[src/rtl/core/fcs_pkg.sv]
// Types, constants and helper functions of the flash command sequencer.
package fcs_pkg;

    localparam int ADDR_W      = 21;
    localparam int COUNT_W     = 22;
    localparam int DATA_W      = 16;
    localparam int BLOCK_W     = 7;

    localparam logic [BLOCK_W-1:0] NUM_BLOCKS  = 7'd71;
    localparam logic [COUNT_W-1:0] FLASH_WORDS = 22'd2097152;

    localparam int QUEUE_DEPTH = 4;
    localparam int QPTR_W      = $clog2(QUEUE_DEPTH);

    localparam logic [DATA_W-1:0] CMD_LOCK_SETUP = 16'h0060;
    localparam logic [DATA_W-1:0] CMD_CONFIRM    = 16'h00D0;
    localparam logic [DATA_W-1:0] CMD_READ_ID    = 16'h0090;
    localparam logic [DATA_W-1:0] CMD_READ_ARRAY = 16'h00FF;
    localparam logic [DATA_W-1:0] CMD_CLR_STATUS = 16'h0050;
    localparam logic [DATA_W-1:0] CMD_ERASE      = 16'h0020;
    localparam logic [DATA_W-1:0] CMD_PROGRAM    = 16'h0040;
    localparam logic [DATA_W-1:0] SR_READY       = 16'h0080;
    localparam logic [DATA_W-1:0] SR_ERASE_ERR   = 16'h002A;
    localparam logic [DATA_W-1:0] SR_PROG_ERR    = 16'h001A;
    localparam logic [DATA_W-1:0] PROT_LOCKED    = 16'h0001;
    localparam logic [ADDR_W-1:0] PROT_OFFSET    = 21'd2;

    typedef enum logic [1:0] {
        OP_UNLOCK  = 2'd0,
        OP_ERASE   = 2'd1,
        OP_PROGRAM = 2'd2,
        OP_STATUS  = 2'd3
    } op_t;

    typedef enum logic [1:0] {
        PEND_NONE    = 2'd0,
        PEND_UNLOCK  = 2'd1,
        PEND_ERASE   = 2'd2,
        PEND_PROGRAM = 2'd3
    } pend_t;

    typedef enum logic [2:0] {
        SEQ_REJECT,
        SEQ_DONE_OK,
        SEQ_FINISH,
        SEQ_FAIL_CLR,
        SEQ_REPOLL,
        SEQ_UNLOCK,
        SEQ_ERASE,
        SEQ_PROGRAM
    } seq_kind_t;

    typedef struct packed {
        seq_kind_t           kind;
        logic [ADDR_W-1:0]   addr;
        logic [DATA_W-1:0]   data;
        logic                fail;
    } seq_entry_t;

    typedef struct packed {
        logic                access_valid;
        logic                access_write;
        logic [ADDR_W-1:0]   access_address;
        logic [DATA_W-1:0]   access_data;
        logic                done_res;
        logic                failed;
        logic                last;
    } result_t;

    typedef struct packed {
        logic full;
        logic head_valid;
    } queue_status_t;

    function automatic logic [ADDR_W-1:0] block_offset(input logic [BLOCK_W-1:0] blk);
        logic [BLOCK_W-1:0] diff;
        diff = blk - 7'd7;
        if (blk < 7'd8) begin
            block_offset = {6'd0, blk[2:0], 12'd0};
        end else begin
            block_offset = {diff[5:0], 15'd0};
        end
    endfunction

endpackage

[src/rtl/core/fcs_front.sv]
// Front end: accepts requests, tracks the flash state and classifies each request.
module fcs_front (
    input  logic                      aclk,
    input  logic                      aresetn,
    input  logic                      accept,
    input  logic [1:0]                operation,
    input  logic [6:0]                block_number,
    input  logic [20:0]               word_address,
    input  logic [21:0]               run_words,
    input  logic [15:0]               write_data,
    input  logic [15:0]               read_data,
    output fcs_pkg::seq_entry_t       entry
);
    import fcs_pkg::*;

    pend_t               pending_reg, pending_next;
    logic [ADDR_W-1:0]   poll_reg, poll_next;
    logic [COUNT_W-1:0]  remain_reg, remain_next;
    logic [ADDR_W-1:0]   next_addr_reg, next_addr_next;
    logic                aborted_reg, aborted_next;

    logic [ADDR_W-1:0]   offset;
    logic [COUNT_W-1:0]  remain_dec;
    logic [COUNT_W-1:0]  room;
    logic                bad_range;
    logic [ADDR_W-1:0]   prog_addr;
    op_t                 op;

    always_comb begin
        op         = op_t'(operation);
        offset     = block_offset(block_number);
        remain_dec = (remain_reg != '0) ? remain_reg - 22'd1 : '0;
        room       = FLASH_WORDS - {1'b0, word_address};
        bad_range  = ({1'b0, word_address} >= FLASH_WORDS) || (run_words > room);
        prog_addr  = next_addr_reg;

        pending_next   = pending_reg;
        poll_next      = poll_reg;
        remain_next    = remain_reg;
        next_addr_next = next_addr_reg;
        aborted_next   = aborted_reg;

        entry.kind = SEQ_REJECT;
        entry.addr = '0;
        entry.data = '0;
        entry.fail = 1'b0;

        if (op == OP_STATUS) begin
            case (pending_reg)
                PEND_NONE: begin
                    entry.kind = SEQ_REJECT;
                end
                PEND_UNLOCK: begin
                    pending_next = PEND_NONE;
                    entry.kind   = SEQ_FINISH;
                    entry.fail   = (read_data & PROT_LOCKED) != '0;
                end
                default: begin
                    if ((read_data & SR_READY) == '0) begin
                        entry.kind = SEQ_REPOLL;
                        entry.addr = poll_reg;
                    end else if (pending_reg == PEND_ERASE) begin
                        pending_next = PEND_NONE;
                        entry.kind   = ((read_data & SR_ERASE_ERR) != '0) ?
                                       SEQ_FAIL_CLR : SEQ_FINISH;
                    end else begin
                        pending_next = PEND_NONE;
                        remain_next  = remain_dec;
                        if ((read_data & SR_PROG_ERR) != '0) begin
                            aborted_next = remain_dec != '0;
                            entry.kind   = SEQ_FAIL_CLR;
                        end else if (remain_dec == '0) begin
                            entry.kind = SEQ_FINISH;
                        end else begin
                            entry.kind = SEQ_DONE_OK;
                        end
                    end
                end
            endcase
        end else if (pending_reg != PEND_NONE) begin
            entry.kind = SEQ_REJECT;
        end else if (op == OP_PROGRAM) begin
            if (remain_reg != '0 && aborted_reg) begin
                remain_next = remain_dec;
                if (remain_dec == '0) begin
                    aborted_next = 1'b0;
                end
                entry.kind = SEQ_REJECT;
            end else if (remain_reg == '0 && bad_range) begin
                entry.kind = SEQ_REJECT;
            end else if (remain_reg == '0 && run_words == '0) begin
                entry.kind = SEQ_FINISH;
            end else begin
                if (remain_reg == '0) begin
                    remain_next  = run_words;
                    aborted_next = 1'b0;
                    prog_addr    = word_address;
                end
                entry.kind     = SEQ_PROGRAM;
                entry.addr     = prog_addr;
                entry.data     = write_data;
                poll_next      = prog_addr;
                next_addr_next = prog_addr + 21'd1;
                pending_next   = PEND_PROGRAM;
            end
        end else if (remain_reg != '0 || block_number >= NUM_BLOCKS) begin
            entry.kind = SEQ_REJECT;
        end else if (op == OP_UNLOCK) begin
            entry.kind   = SEQ_UNLOCK;
            entry.addr   = offset;
            poll_next    = offset + PROT_OFFSET;
            pending_next = PEND_UNLOCK;
        end else begin
            entry.kind   = SEQ_ERASE;
            entry.addr   = offset;
            poll_next    = '0;
            pending_next = PEND_ERASE;
        end

        if (entry.kind == SEQ_REJECT) begin
            entry.fail = 1'b1;
        end
    end

    always_ff @(posedge aclk) begin
        if (!aresetn) begin
            pending_reg   <= PEND_NONE;
            poll_reg      <= '0;
            remain_reg    <= '0;
            next_addr_reg <= '0;
            aborted_reg   <= 1'b0;
        end else if (accept) begin
            pending_reg   <= pending_next;
            poll_reg      <= poll_next;
            remain_reg    <= remain_next;
            next_addr_reg <= next_addr_next;
            aborted_reg   <= aborted_next;
        end
    end

endmodule

[src/rtl/core/fcs_queue.sv]
// Short queue of classified requests between the front end and the back end.
module fcs_queue (
    input  logic                     aclk,
    input  logic                     aresetn,
    input  logic                     push,
    input  fcs_pkg::seq_entry_t      push_entry,
    input  logic                     pop,
    output fcs_pkg::seq_entry_t      head_entry,
    output fcs_pkg::queue_status_t   status
);
    import fcs_pkg::*;

    seq_entry_t          slot_reg [QUEUE_DEPTH];
    logic [QPTR_W-1:0]   wr_ptr_reg, wr_ptr_next;
    logic [QPTR_W-1:0]   rd_ptr_reg, rd_ptr_next;
    logic [QPTR_W:0]     count_reg, count_next;

    always_comb begin
        status.full       = count_reg == (QPTR_W + 1)'(QUEUE_DEPTH);
        status.head_valid = count_reg != '0;
        head_entry        = slot_reg[rd_ptr_reg];
        wr_ptr_next       = push ? wr_ptr_reg + 1'b1 : wr_ptr_reg;
        rd_ptr_next       = pop ? rd_ptr_reg + 1'b1 : rd_ptr_reg;
        count_next        = count_reg + (QPTR_W + 1)'(push) - (QPTR_W + 1)'(pop);
    end

    always_ff @(posedge aclk) begin
        if (!aresetn) begin
            wr_ptr_reg <= '0;
            rd_ptr_reg <= '0;
            count_reg  <= '0;
        end else begin
            wr_ptr_reg <= wr_ptr_next;
            rd_ptr_reg <= rd_ptr_next;
            count_reg  <= count_next;
        end
    end

    always_ff @(posedge aclk) begin
        if (push) begin
            slot_reg[wr_ptr_reg] <= push_entry;
        end
    end

endmodule

[src/rtl/core/fcs_back.sv]
// Back end: expands each classified request into bus accesses and reports.
module fcs_back (
    input  logic                     aclk,
    input  logic                     aresetn,
    input  fcs_pkg::seq_entry_t      head_entry,
    input  logic                     head_valid,
    output logic                     pop,
    output fcs_pkg::result_t         result,
    output logic                     result_valid,
    input  logic                     result_ready
);
    import fcs_pkg::*;

    logic [1:0]  step_reg, step_next;
    logic        valid_reg, valid_next;
    result_t     res_reg;
    result_t     cur;
    logic        load;

    always_comb begin
        cur = '0;
        case (head_entry.kind)
            SEQ_REJECT: begin
                cur.done_res = 1'b1;
                cur.failed   = 1'b1;
                cur.last     = 1'b1;
            end
            SEQ_DONE_OK: begin
                cur.done_res = 1'b1;
                cur.last     = 1'b1;
            end
            SEQ_FINISH: begin
                cur.access_valid = 1'b1;
                cur.access_write = 1'b1;
                cur.access_data  = CMD_READ_ARRAY;
                cur.done_res     = 1'b1;
                cur.failed       = head_entry.fail;
                cur.last         = 1'b1;
            end
            SEQ_FAIL_CLR: begin
                cur.access_valid = 1'b1;
                cur.access_write = 1'b1;
                if (step_reg == 2'd0) begin
                    cur.access_data = CMD_CLR_STATUS;
                end else begin
                    cur.access_data = CMD_READ_ARRAY;
                    cur.done_res    = 1'b1;
                    cur.failed      = 1'b1;
                    cur.last        = 1'b1;
                end
            end
            SEQ_REPOLL: begin
                cur.access_valid   = 1'b1;
                cur.access_address = head_entry.addr;
                cur.last           = 1'b1;
            end
            default: begin
                cur.access_valid = 1'b1;
                cur.access_write = 1'b1;
                case (step_reg)
                    2'd0: begin
                        cur.access_data = (head_entry.kind == SEQ_UNLOCK) ?
                                          CMD_LOCK_SETUP : CMD_CLR_STATUS;
                    end
                    2'd1: begin
                        if (head_entry.kind == SEQ_UNLOCK) begin
                            cur.access_address = head_entry.addr;
                            cur.access_data    = CMD_CONFIRM;
                        end else begin
                            cur.access_data = (head_entry.kind == SEQ_ERASE) ?
                                              CMD_ERASE : CMD_PROGRAM;
                        end
                    end
                    2'd2: begin
                        if (head_entry.kind == SEQ_UNLOCK) begin
                            cur.access_data = CMD_READ_ID;
                        end else if (head_entry.kind == SEQ_ERASE) begin
                            cur.access_address = head_entry.addr;
                            cur.access_data    = CMD_CONFIRM;
                        end else begin
                            cur.access_address = head_entry.addr;
                            cur.access_data    = head_entry.data;
                        end
                    end
                    default: begin
                        cur.access_write = 1'b0;
                        cur.last         = 1'b1;
                        if (head_entry.kind == SEQ_UNLOCK) begin
                            cur.access_address = head_entry.addr + PROT_OFFSET;
                        end else if (head_entry.kind == SEQ_PROGRAM) begin
                            cur.access_address = head_entry.addr;
                        end
                    end
                endcase
            end
        endcase

        load       = head_valid && (!valid_reg || result_ready);
        pop        = load && cur.last;
        step_next  = load ? (cur.last ? 2'd0 : step_reg + 2'd1) : step_reg;
        valid_next = load || (valid_reg && !result_ready);
    end

    always_ff @(posedge aclk) begin
        if (!aresetn) begin
            step_reg  <= 2'd0;
            valid_reg <= 1'b0;
        end else begin
            step_reg  <= step_next;
            valid_reg <= valid_next;
        end
    end

    always_ff @(posedge aclk) begin
        if (load) begin
            res_reg <= cur;
        end
    end

    assign result       = res_reg;
    assign result_valid = valid_reg;

endmodule

[src/rtl/core/flash_command_sequencer.sv]
// Top level of the flash command sequencer: front end, request queue and back end.
//
//  Channel   Direction  Handshake            Content
//  s_        in         s_valid / s_ready    one request: operation and its operands
//  m_        out        m_valid / m_ready    one bus access and/or completion report
//
// A request is accepted whenever the four-entry queue has room, one per cycle.
// The back end issues one result per cycle unless m_ready stalls it, and a request yields
// one to four results; a request passes through a queue slot, then the output register.
// Reset is synchronous and active low and clears the flash state and the queue.
// A stall on m_ready fills the queue, and s_ready drops only when it is full.
module flash_command_sequencer (
    input  logic         aclk,
    input  logic         aresetn,
    input  logic         s_valid,
    output logic         s_ready,
    input  logic [1:0]   s_operation,
    input  logic [6:0]   s_block_number,
    input  logic [20:0]  s_word_address,
    input  logic [21:0]  s_run_words,
    input  logic [15:0]  s_write_data,
    input  logic [15:0]  s_read_data,
    output logic         m_valid,
    input  logic         m_ready,
    output logic         m_access_valid,
    output logic         m_access_write,
    output logic [20:0]  m_access_address,
    output logic [15:0]  m_access_data,
    output logic         m_done_res,
    output logic         m_failed,
    output logic         m_last
);
    import fcs_pkg::*;

    seq_entry_t     front_entry;
    seq_entry_t     head_entry;
    queue_status_t  q_status;
    logic           accept;
    logic           pop;
    result_t        result;

    assign s_ready = !q_status.full;
    assign accept  = s_valid && s_ready;

    fcs_front u_front (
        .aclk         (aclk),
        .aresetn      (aresetn),
        .accept       (accept),
        .operation    (s_operation),
        .block_number (s_block_number),
        .word_address (s_word_address),
        .run_words    (s_run_words),
        .write_data   (s_write_data),
        .read_data    (s_read_data),
        .entry        (front_entry)
    );

    fcs_queue u_queue (
        .aclk       (aclk),
        .aresetn    (aresetn),
        .push       (accept),
        .push_entry (front_entry),
        .pop        (pop),
        .head_entry (head_entry),
        .status     (q_status)
    );

    fcs_back u_back (
        .aclk         (aclk),
        .aresetn      (aresetn),
        .head_entry   (head_entry),
        .head_valid   (q_status.head_valid),
        .pop          (pop),
        .result       (result),
        .result_valid (m_valid),
        .result_ready (m_ready)
    );

    assign m_access_valid   = result.access_valid;
    assign m_access_write   = result.access_write;
    assign m_access_address = result.access_address;
    assign m_access_data    = result.access_data;
    assign m_done_res       = result.done_res;
    assign m_failed         = result.failed;
    assign m_last           = result.last;

endmodule

[config.mk]
export PLATFORM = sky130hd
export DESIGN_NAME = flash_command_sequencer
export DESIGN_NICKNAME = d
export VERILOG_FILES = /design/src/rtl/core/fcs_pkg.sv /design/src/rtl/core/fcs_front.sv /design/src/rtl/core/fcs_queue.sv /design/src/rtl/core/fcs_back.sv /design/src/rtl/core/flash_command_sequencer.sv
export SDC_FILE = /design/constraint.sdc
export NUM_CORES = 1
export LEC_CHECK = 0
export BUFFER_PORTS_ARGS = -buffer_cell sky130_fd_sc_hd__buf_4
export CORE_ASPECT_RATIO = 1.1
export CORE_MARGIN = 8
export CORE_UTILIZATION = 35
export DETAILED_ROUTE_END_ITERATION = 10
export SYNTH_ARGS = -nofsm -noshare
export SYNTH_HDL_FRONTEND = slang
export SYNTH_SLANG_ARGS = --single-unit
[constraint.sdc]
create_clock -name aclk -period 4.9 [get_ports aclk]
set_input_delay 0.49 -clock aclk [delete_from_list [all_inputs] [get_ports aclk]]
set_output_delay 0.49 -clock aclk [all_outputs]
set_load 0.02 [all_outputs]
; ---- After elaboration in Yosys (flattened, before gate mapping)
; Memory sizes are Yosys's and may differ from the RTL's. A register that Yosys moved wholly into a read port is not among the register bits.
; Cells that the tools add are included.
; Widths: inputs -> output; s select.
[op_classes]
n_reduce_logical = 43
n_mux = 100
n_lt_le_gt_ge = 3
n_eq_ne = 32
n_bitwise = 5
addsub = 11
[op_table]
columns = operator, n
row1 = $mux 21, 21
row2 = $mux 22, 11
row3 = $mux 37, 4
row4 = $pmux 16 s3, 2
row5 = $mux 16, 5
row6 = $logic_not 22->1, 3
row7 = $pmux 21 s3, 1
row8 = $mux 24, 2
row9 = $reduce_bool 22->1, 2
row10 = $add 21x2->21 const B, 2
row11 = $pmux 21 s2, 1
row12 = $reduce_bool 16->1, 2
row13 = $mux 2, 14
row14 = $mux 3, 8
row15 = $mux 23, 1
row16 = $gt 22x22->1, 1
row17 = $sub 22x1->22 const B, 1
row18 = $sub 22x21->22 const A, 1
row19 = $add 21x1->21 const B, 1
row20 = $mux 1, 21
row21 = $logic_not 16->1, 1
row22 = $ne 2x2->1 const B, 8
row23 = $eq 3x3->1 const B, 5
row24 = $reduce_and 7->1, 2
row25 = other kinds (35), 74
[totals]
in_bits = 88
out_inout_bits = 44
regBits = 119
ram_bits = 164
n_memories = 1
[mem_list]
columns = name, depth, word_bits, rd, rd_clocked_by_memory_dff, wr, line_no
row1 = u_queue.slot_reg, 4, 41, 1, 1, 1, fcs_queue.sv:13  ; seq_entry_t slot_reg [QUEUE_DEPTH];

; ---- Longest topological paths before layout
; Gate-level depths: netlist of the first run.
[logic_depth]
word_depth = 16
ltp_mapped = 18
mapped_depth_nobuf = 17

; ---- Cells and area by module
; A second synthesis of the first run with hierarchy kept.
[unflattened]
cells_unflattened = 1396
area_unflattened_um2 = 15389.8
[by_module_without_submodules]
columns = mod, n_inst, seq_area_each_um2, area_per_inst_um2, cells_each
row1 = fcs_queue, 1, 5104.9, 6411.1, 258
row2 = fcs_front, 1, 1341.3, 6289.8, 873
row3 = fcs_back, 1, 1321.3, 2678.8, 263
row4 = flash_command_sequencer, 1, 0.0, 10.0, 2

; ---- Worst setup path before layout of the first run
; Ideal clock, no wire load.
[synth_timing]
path_kind = input to register
from = input port s_word_address[8]
to = register u_front.poll_reg[10]
stages = 17
arrival_ns = 4.553
n_path_buf = 1
setup_ns = 0.060
path_slack_ns = 0.288
cell_sequence = or3_1 or4_1 nor2_1 nand3_1 nor3_1 nand2_1 or3_1 ha_1 nand4_1 nor4_1 o311ai_0 nand4_1 a31oi_1 or2_1 a21oi_1 buf_2 a22o_1
[synth_via]
elab_chain_cells = 5
[synth_lines]
columns = element, line_no
row1 = from (decl), flash_command_sequencer.sv:19  ; input logic [20:0] s_word_address,
row2 = $sub 22x21->22, fcs_front.sv:33  ; room = FLASH_WORDS - {1'b0, word_address};
row3 = $gt 22x22->1, fcs_front.sv:34  ; bad_range = ({1'b0, word_address} >= FLASH_WORDS) || (run_words > room);
row4 = $logic_and 1x1->1, fcs_front.sv:89  ; end else if (remain_reg == '0 && bad_range) begin
row5 = $ne 2x2->1 (no line), n/a
row6 = $reduce_and 7->1 (no line), n/a
row7 = to (signal assigned), fcs_front.sv:134  ; poll_reg <= poll_next;
row8 = to (decl), fcs_front.sv:17  ; logic [ADDR_W-1:0] poll_reg, poll_next;
; No other way between the ends.
; A chain may end at the register's enable or synchronous reset.

==> flow_metrics.env, run 1 <==
export IMPL_pin_count=132
export IMPL_die_h_um=231
export IMPL_cts_hold_buf=0
export IMPL_syn_area_um2=14700
export IMPL_critPathKind="input pin to register"
export IMPL_maxClockFrequency_mhz=224
export IMPL_wl_um=37500
export IMPL_die_area_um2=48800
export IMPL_cts_resized_gates=0
export IMPL_cts_htree_levels=1
export IMPL_vias=10800
export IMPL_fin_ws_ns=0.428
export IMPL_grt_pass1_vias=10800
export IMPL_grt_pass1_wl_um=59000
export IMPL_min_period_ns=4.47
export IMPL_r2r_cells=14
export IMPL_clk_path_buf_depth=3
export IMPL_cp_start_kind="input pin"
export IMPL_cts_tree="done"
export IMPL_rrSetupSlack_ns=0.69
export IMPL_maxSlewViolCount=0
export IMPL_synth_edf_count=206
export IMPL_critPathLaunch="s_word_address[8]"
export IMPL_core_um2=41300
export IMPL_setup_tns_ns=0
export IMPL_synth_ff_type="edfxtp_1"
export IMPL_worst_pin_slew_ns=0.943
export IMPL_hold_class="input pin to register"
export IMPL_hp_start="m_ready"
export IMPL_finalCritPeriodShare_pct=91.3
export IMPL_syn_to_final_growth_pct=18.9
export IMPL_cts_made_buffers=31
export IMPL_nNetsFinal=1595
export IMPL_skew_ns=0.0125
export IMPL_synth_seq_area_share_pct=52.9
export IMPL_fin_area_um2=17500
export IMPL_dp_hpwl_um=27000
export IMPL_grt_total_usage_pct=15.0
export IMPL_ir_drop_uv=310
export IMPL_drive_gt1_share_pct=19.7
export IMPL_placed_area_um2=16400
export IMPL_outcome="finished, final reports clean"
export IMPL_grt_max_degree=45
export IMPL_finish_utilization_pct=42.3
export IMPL_portBuffers=121
export IMPL_netlist_instances=1333
export IMPL_via_per_inst=5.27
export IMPL_clkLatencyLatePin_ns=0.57
export IMPL_timing_rr_start="u_front.remain_reg[13]"
export IMPL_drc_errors=0
export IMPL_yosys_cell_types_count=72
export IMPL_p_leak_nw=6.26
export IMPL_crit_end="u_queue.slot_reg[1][36]"
export IMPL_crit_fanout=10
export IMPL_routedWlPerCell_um=18.3
export IMPL_row_count=78
export IMPL_ys_ff_latch=285
export IMPL_cap_violations=0
export IMPL_pre_cts_slack_ns=-0.179
export IMPL_setup_violations=0
export IMPL_syn_nets=1463
export IMPL_first_pass_iters=5
export IMPL_worstPathRequired_ns=5.19
export IMPL_gp_congestion=0.906
export IMPL_end_kind="register"
export IMPL_async_reset_ff_share_pct=0
export IMPL_initial_utilization_pct=35.6
export IMPL_cts_root_buffer="clkbuf_16"
export IMPL_relSlewSlack_pct=37.1
export IMPL_largest_register_ffs=164
export IMPL_dr_first_iter_drc_count=537
export IMPL_path_clk_slew_ns=0.06
export IMPL_grt_setup_unrepaired="no"
export IMPL_cts_sinks=285
export IMPL_hold_viol_final=0
export IMPL_yosysWarningCount=0
export IMPL_finalPower_mw=8.39
export IMPL_powerDensity_nw_per_um2=481
export IMPL_arrival_ns=4.76
export IMPL_num_antenna_cells=0
export IMPL_antenna_left=0
export IMPL_antenna_found_initial=0
export IMPL_die_x_um=211
export IMPL_post_synth_cell_area_avg_um2=11.0
export IMPL_post_cts_buffers=0
export IMPL_r2r_end="u_front.next_addr_reg[18]"
export IMPL_overflow=0
==> how the worst min path moves through the flow <==
stage                                      end  slack [ns]  cells past startpoint
after floorplan           u_front.poll_reg[12]        0.43                      1
after global placement    u_front.poll_reg[14]        0.44                      1
after detailed placement  u_front.poll_reg[14]        0.45                      1
after CTS                  u_back.result_valid        0.19                      4
after global routing       u_back.result_valid        0.23                      4
final                      u_back.result_valid        0.22                      4
==> synthesized netlist by cell type, types with 11 or more instances <==
cell type	instances	share of area, %
edfxtp_1	206	42
nand2_1	158	4.0
nor2_1	102	2.6
dfxtp_1	79	11
o21ai_0	75	2.6
a21oi_1	61	2.1
clkbuf_1	53	1.4
nand3_1	45	1.5
ha_1	41	3.5
mux4_2	40	6.1
inv_1	37	0.95
xnor2_1	33	2.0
xor2_1	33	2.0
a22o_1	31	1.8
nor3_1	29	0.99
nor4_1	22	0.94
a22oi_1	21	1.1
and2_1	20	0.85
nand4_1	20	0.85
mux2i_1	15	1.0
buf_2	14	0.48
or4_1	14	0.72
a211oi_1	13	0.66
and3_1	13	0.55
nor2b_1	13	0.55
or3_1	11	0.47
==> worst max-delay path, cell delays in order <==
cell and delay [ns]:
buf_4 0.11, or3_1 0.37, or4_1 0.43, nor2_1 0.15, nand3_1 0.12, nor3_1 0.23, nand2_1 0.12, nor4_1 0.25
xor2_1 0.21, ha_1 0.27, nand4_1 0.16, nor3_1 0.08, a221oi_1 0.40, nand4_1 0.30, a31oi_2 0.33, nor2_1 0.08
buf_4 0.18, o21ai_0 0.48
==> logic make-up after synthesis <==
kind of cell / synth area share [%]
simple gates: 16.1
flops: 52.9
compound gates: 12.6
buf+inv: 2.98
xor+xnor: 3.94
mux: 7.85
fa+ha+maj: 3.63
==> where the power goes <==
part | leakage (nW) | switching [mW] | total, mW | internal (mW)
Sequential | 2.54 | 0.158 | 3.27 | 3.11
Combinational | 3.20 | 1.70 | 2.78 | 1.08
Clock | 0.511 | 0.953 | 2.34 | 1.39
Total | 6.26 | 2.81 | 8.39 | 5.59
==> placed cells by master, fill, tap and decap left out, types with 11 or more instances in the layout <==
cell type,instances
edfxtp_1,206
buf_4,167
nand2_1,158
nor2_1,101
dfxtp_1,77
o21ai_0,75
a21oi_1,60
nand3_1,45
ha_1,41
mux4_2,40
inv_1,36
xor2_1,33
xnor2_1,33
a22o_1,31
clkbuf_16,31
nor3_1,29
nor4_1,22
a22oi_1,21
and2_1,20
nand4_1,20
mux2i_1,15
or4_1,14
nor2b_1,13
a211oi_1,13
or3_1,11
==> per-stage QoR <==
step	hold WS [ns]	std cells
6_report	0.216	2050
5_1_grt	0.231	2050
4_1_cts	0.186	2050
3_5_place_dp	0.446	1992
3_3_place_gp	0.444	1992
2_1_floorplan	0.432	1333
==> area by class of cell <==
type	count	area (µm²)
fillers	3919	23800
flip-flops and latches	285	7770
multi-input cells	940	6490
repair buffers	170	1310
clock buffers	35	801
well taps	560	701
clock inverters	23	236
inverters	37	139
==> routing by layer <==
layer / vias to the layer above / routed length [µm] / track usage, %
met5: - / 0 / 0
met4: 0 / 910 / 4.44
met3: 59 / 1890 / 2.22
met2: 281 / 18500 / 26.2
met1: 5182 / 16200 / 18.8
li1: 5277 / - / -
Note: power is estimated with default switching activity, not from simulation.
==> run 2: changes to the inputs <==
Settings changed: BUFFER_PORTS_ARGS -buffer_cell sky130_fd_sc_hd__buf_4 to unset, DONT_BUFFER_PORTS set to 1.
Clock period 4.9 ns to 5.35 ns, I/O delays scaled along.
==> run 2 against run 1 <==
  * First-iteration DRC count grew 20%
  * Clock skew increased by 0.0016 ns
  * Worst setup slack gained 0.12 ns
  * Wire length shrank 0.46%
  * Sequential share of layout area is 2.5 points higher
  * Final cell count decreased by 6.4%
  * Critical path depth stayed put
  * Critical endpoint is now u_front.poll_reg[20]
==> flow_metrics.env, run 2 (synthesized netlist as in run 1, its figures left out) <==
export IMPL_outcome="finished, final reports clean"
export IMPL_rrSetupSlack_ns=1.13
export IMPL_die_x_um=211
export IMPL_maxClockFrequency_mhz=208
export IMPL_cpPeakStageDelay_ns=0.46
export IMPL_drive_gt1_share_pct=11.6
export IMPL_grt_setup_unrepaired="no"
export IMPL_maxSlewViolCount=0
export IMPL_hold_viol_final=0
export IMPL_initial_utilization_pct=35.6
export IMPL_relSlewSlack_pct=23.7
export IMPL_cpLargestDelayFamily="simple AND/OR/NAND/NOR gates"
export IMPL_nNetsFinal=1461
export IMPL_row_count=78
export IMPL_drt_met1_wl_um=16200
export IMPL_gp_congestion=0.916
export IMPL_path_clk_slew_ns=0.06
export IMPL_crit_fanout=17
export IMPL_worstPathRequired_ns=5.76
export IMPL_grt_max_degree=45
export IMPL_cts_tree="done"
export IMPL_portBuffers=0
export IMPL_cp_cell_sequence="or3_1 -> or4_1 -> nor2_1 -> nand3_1 -> nor3_1 -> nand2_1 -> nor4_1 -> xor2_1 -> ha_1 -> nand4_1 -> nor4_1 -> o311ai_0 -> nand4_1 -> a31oi_2 -> buf_4 -> o21a_1 -> and2_1 -> a22o_1"
export IMPL_die_h_um=231
export IMPL_layout_cells_most_common="edfxtp_1"
export IMPL_wl_um=37300
export IMPL_hold_class="input pin to register"
export IMPL_grt_pass1_vias=10200
export IMPL_end_kind="register"
export IMPL_arrival_ns=5.21
export IMPL_cts_resized_gates=0
export IMPL_overflow=0
export IMPL_fin_area_um2=16500
export IMPL_grt_pass1_wl_um=57800
export IMPL_critPathKind="input pin to register"
export IMPL_worst_pin_slew_ns=1.13
export IMPL_dr_first_iter_drc_count=644
export IMPL_setup_violations=0
export IMPL_route_met2_wl_um=18300
export IMPL_syn_to_final_growth_pct=12.5
export IMPL_top_layer_used="met4"
export IMPL_dp_hpwl_um=26600
export IMPL_post_cts_buffers=0
export IMPL_hold_ws_ns=0.144
export IMPL_cts_root_buffer="clkbuf_16"
export IMPL_finish_utilization_pct=40.0
export IMPL_core_um2=41300
export IMPL_crit_slowest_cell="nor4_1"
export IMPL_cts_htree_levels=2
export IMPL_die_area_um2=48800
export IMPL_p_leak_nw=5.62
export IMPL_cap_violations=0
export IMPL_cts_made_buffers=34
export IMPL_pin_count=132
export IMPL_cts_hold_buf=0
export IMPL_ir_drop_uv=245
export IMPL_min_period_ns=4.80
export IMPL_skew_ns=0.0140
export IMPL_powerDensity_nw_per_um2=459
export IMPL_clkLatencyLatePin_ns=0.52
export IMPL_placed_area_um2=15300
export IMPL_via_per_inst=5.46
export IMPL_largest_register_ffs=164
export IMPL_cts_sinks=285
export IMPL_cp_start_kind="input pin"
export IMPL_routedWlPerCell_um=19.4
export IMPL_clk_path_buf_depth=3
export IMPL_finalCritPeriodShare_pct=89.8
export IMPL_antenna_left=0
export IMPL_crit_buf_inv=1
export IMPL_layout_common_cells="edfxtp_1, nand2_1, nor2_1"
export IMPL_first_pass_iters=5
export IMPL_antenna_found_initial=2
export IMPL_drc_errors=0
export IMPL_vias=10500
export IMPL_routed_wl_met3_um=2180
export IMPL_setup_tns_ns=0
export IMPL_grt_total_usage_pct=14.8
run 2: final timing paths:
path                                              from                   endpoint  cells past startpoint
worst min register to register    u_front.poll_reg[14]       u_front.poll_reg[14]                      1
worst min-delay path                           aresetn     u_front.pending_reg[0]                      1
worst max register to register  u_front.remain_reg[17]  u_front.next_addr_reg[18]                     14
worst max-delay path                 s_word_address[8]       u_front.poll_reg[20]                     18
run 2: power breakdown:
group	switching (mW)	internal [mW]	total, mW
Sequential	0.365	2.87	3.23
Combinational	1.25	0.739	1.99
Clock	0.930	1.43	2.36
run 2: cell type report:
class                      count  area (µm²)
fill                        3889       24800
sequential                   285        7770
multi-input combinational    940        6490
clock buffer                  40         873
tap                          560         701
clock inverter                22         283
timing repair buffer          33         248
inverter                      37         139
antenna                        2        5.00
run 2: per-stage QoR:
stage | setup WS (ns) | power (mW) | cells
floorplan | 0.693 | 4.71 | 1333
global route | 0.0814 | 7.98 | 1919
global placement | 0.270 | 5.24 | 1855
CTS | 0.576 | 7.66 | 1917
detailed placement | 0.00968 | 5.28 | 1855
finish | 0.546 | 7.58 | 1919
run 2: layer usage:
metal / track usage, % / up-vias
met4: 3.81 / 0
met5: 0 / -
met2: 25.3 / 288
li1: - / 5007
met3: 3.09 / 43
met1: 18.8 / 5141
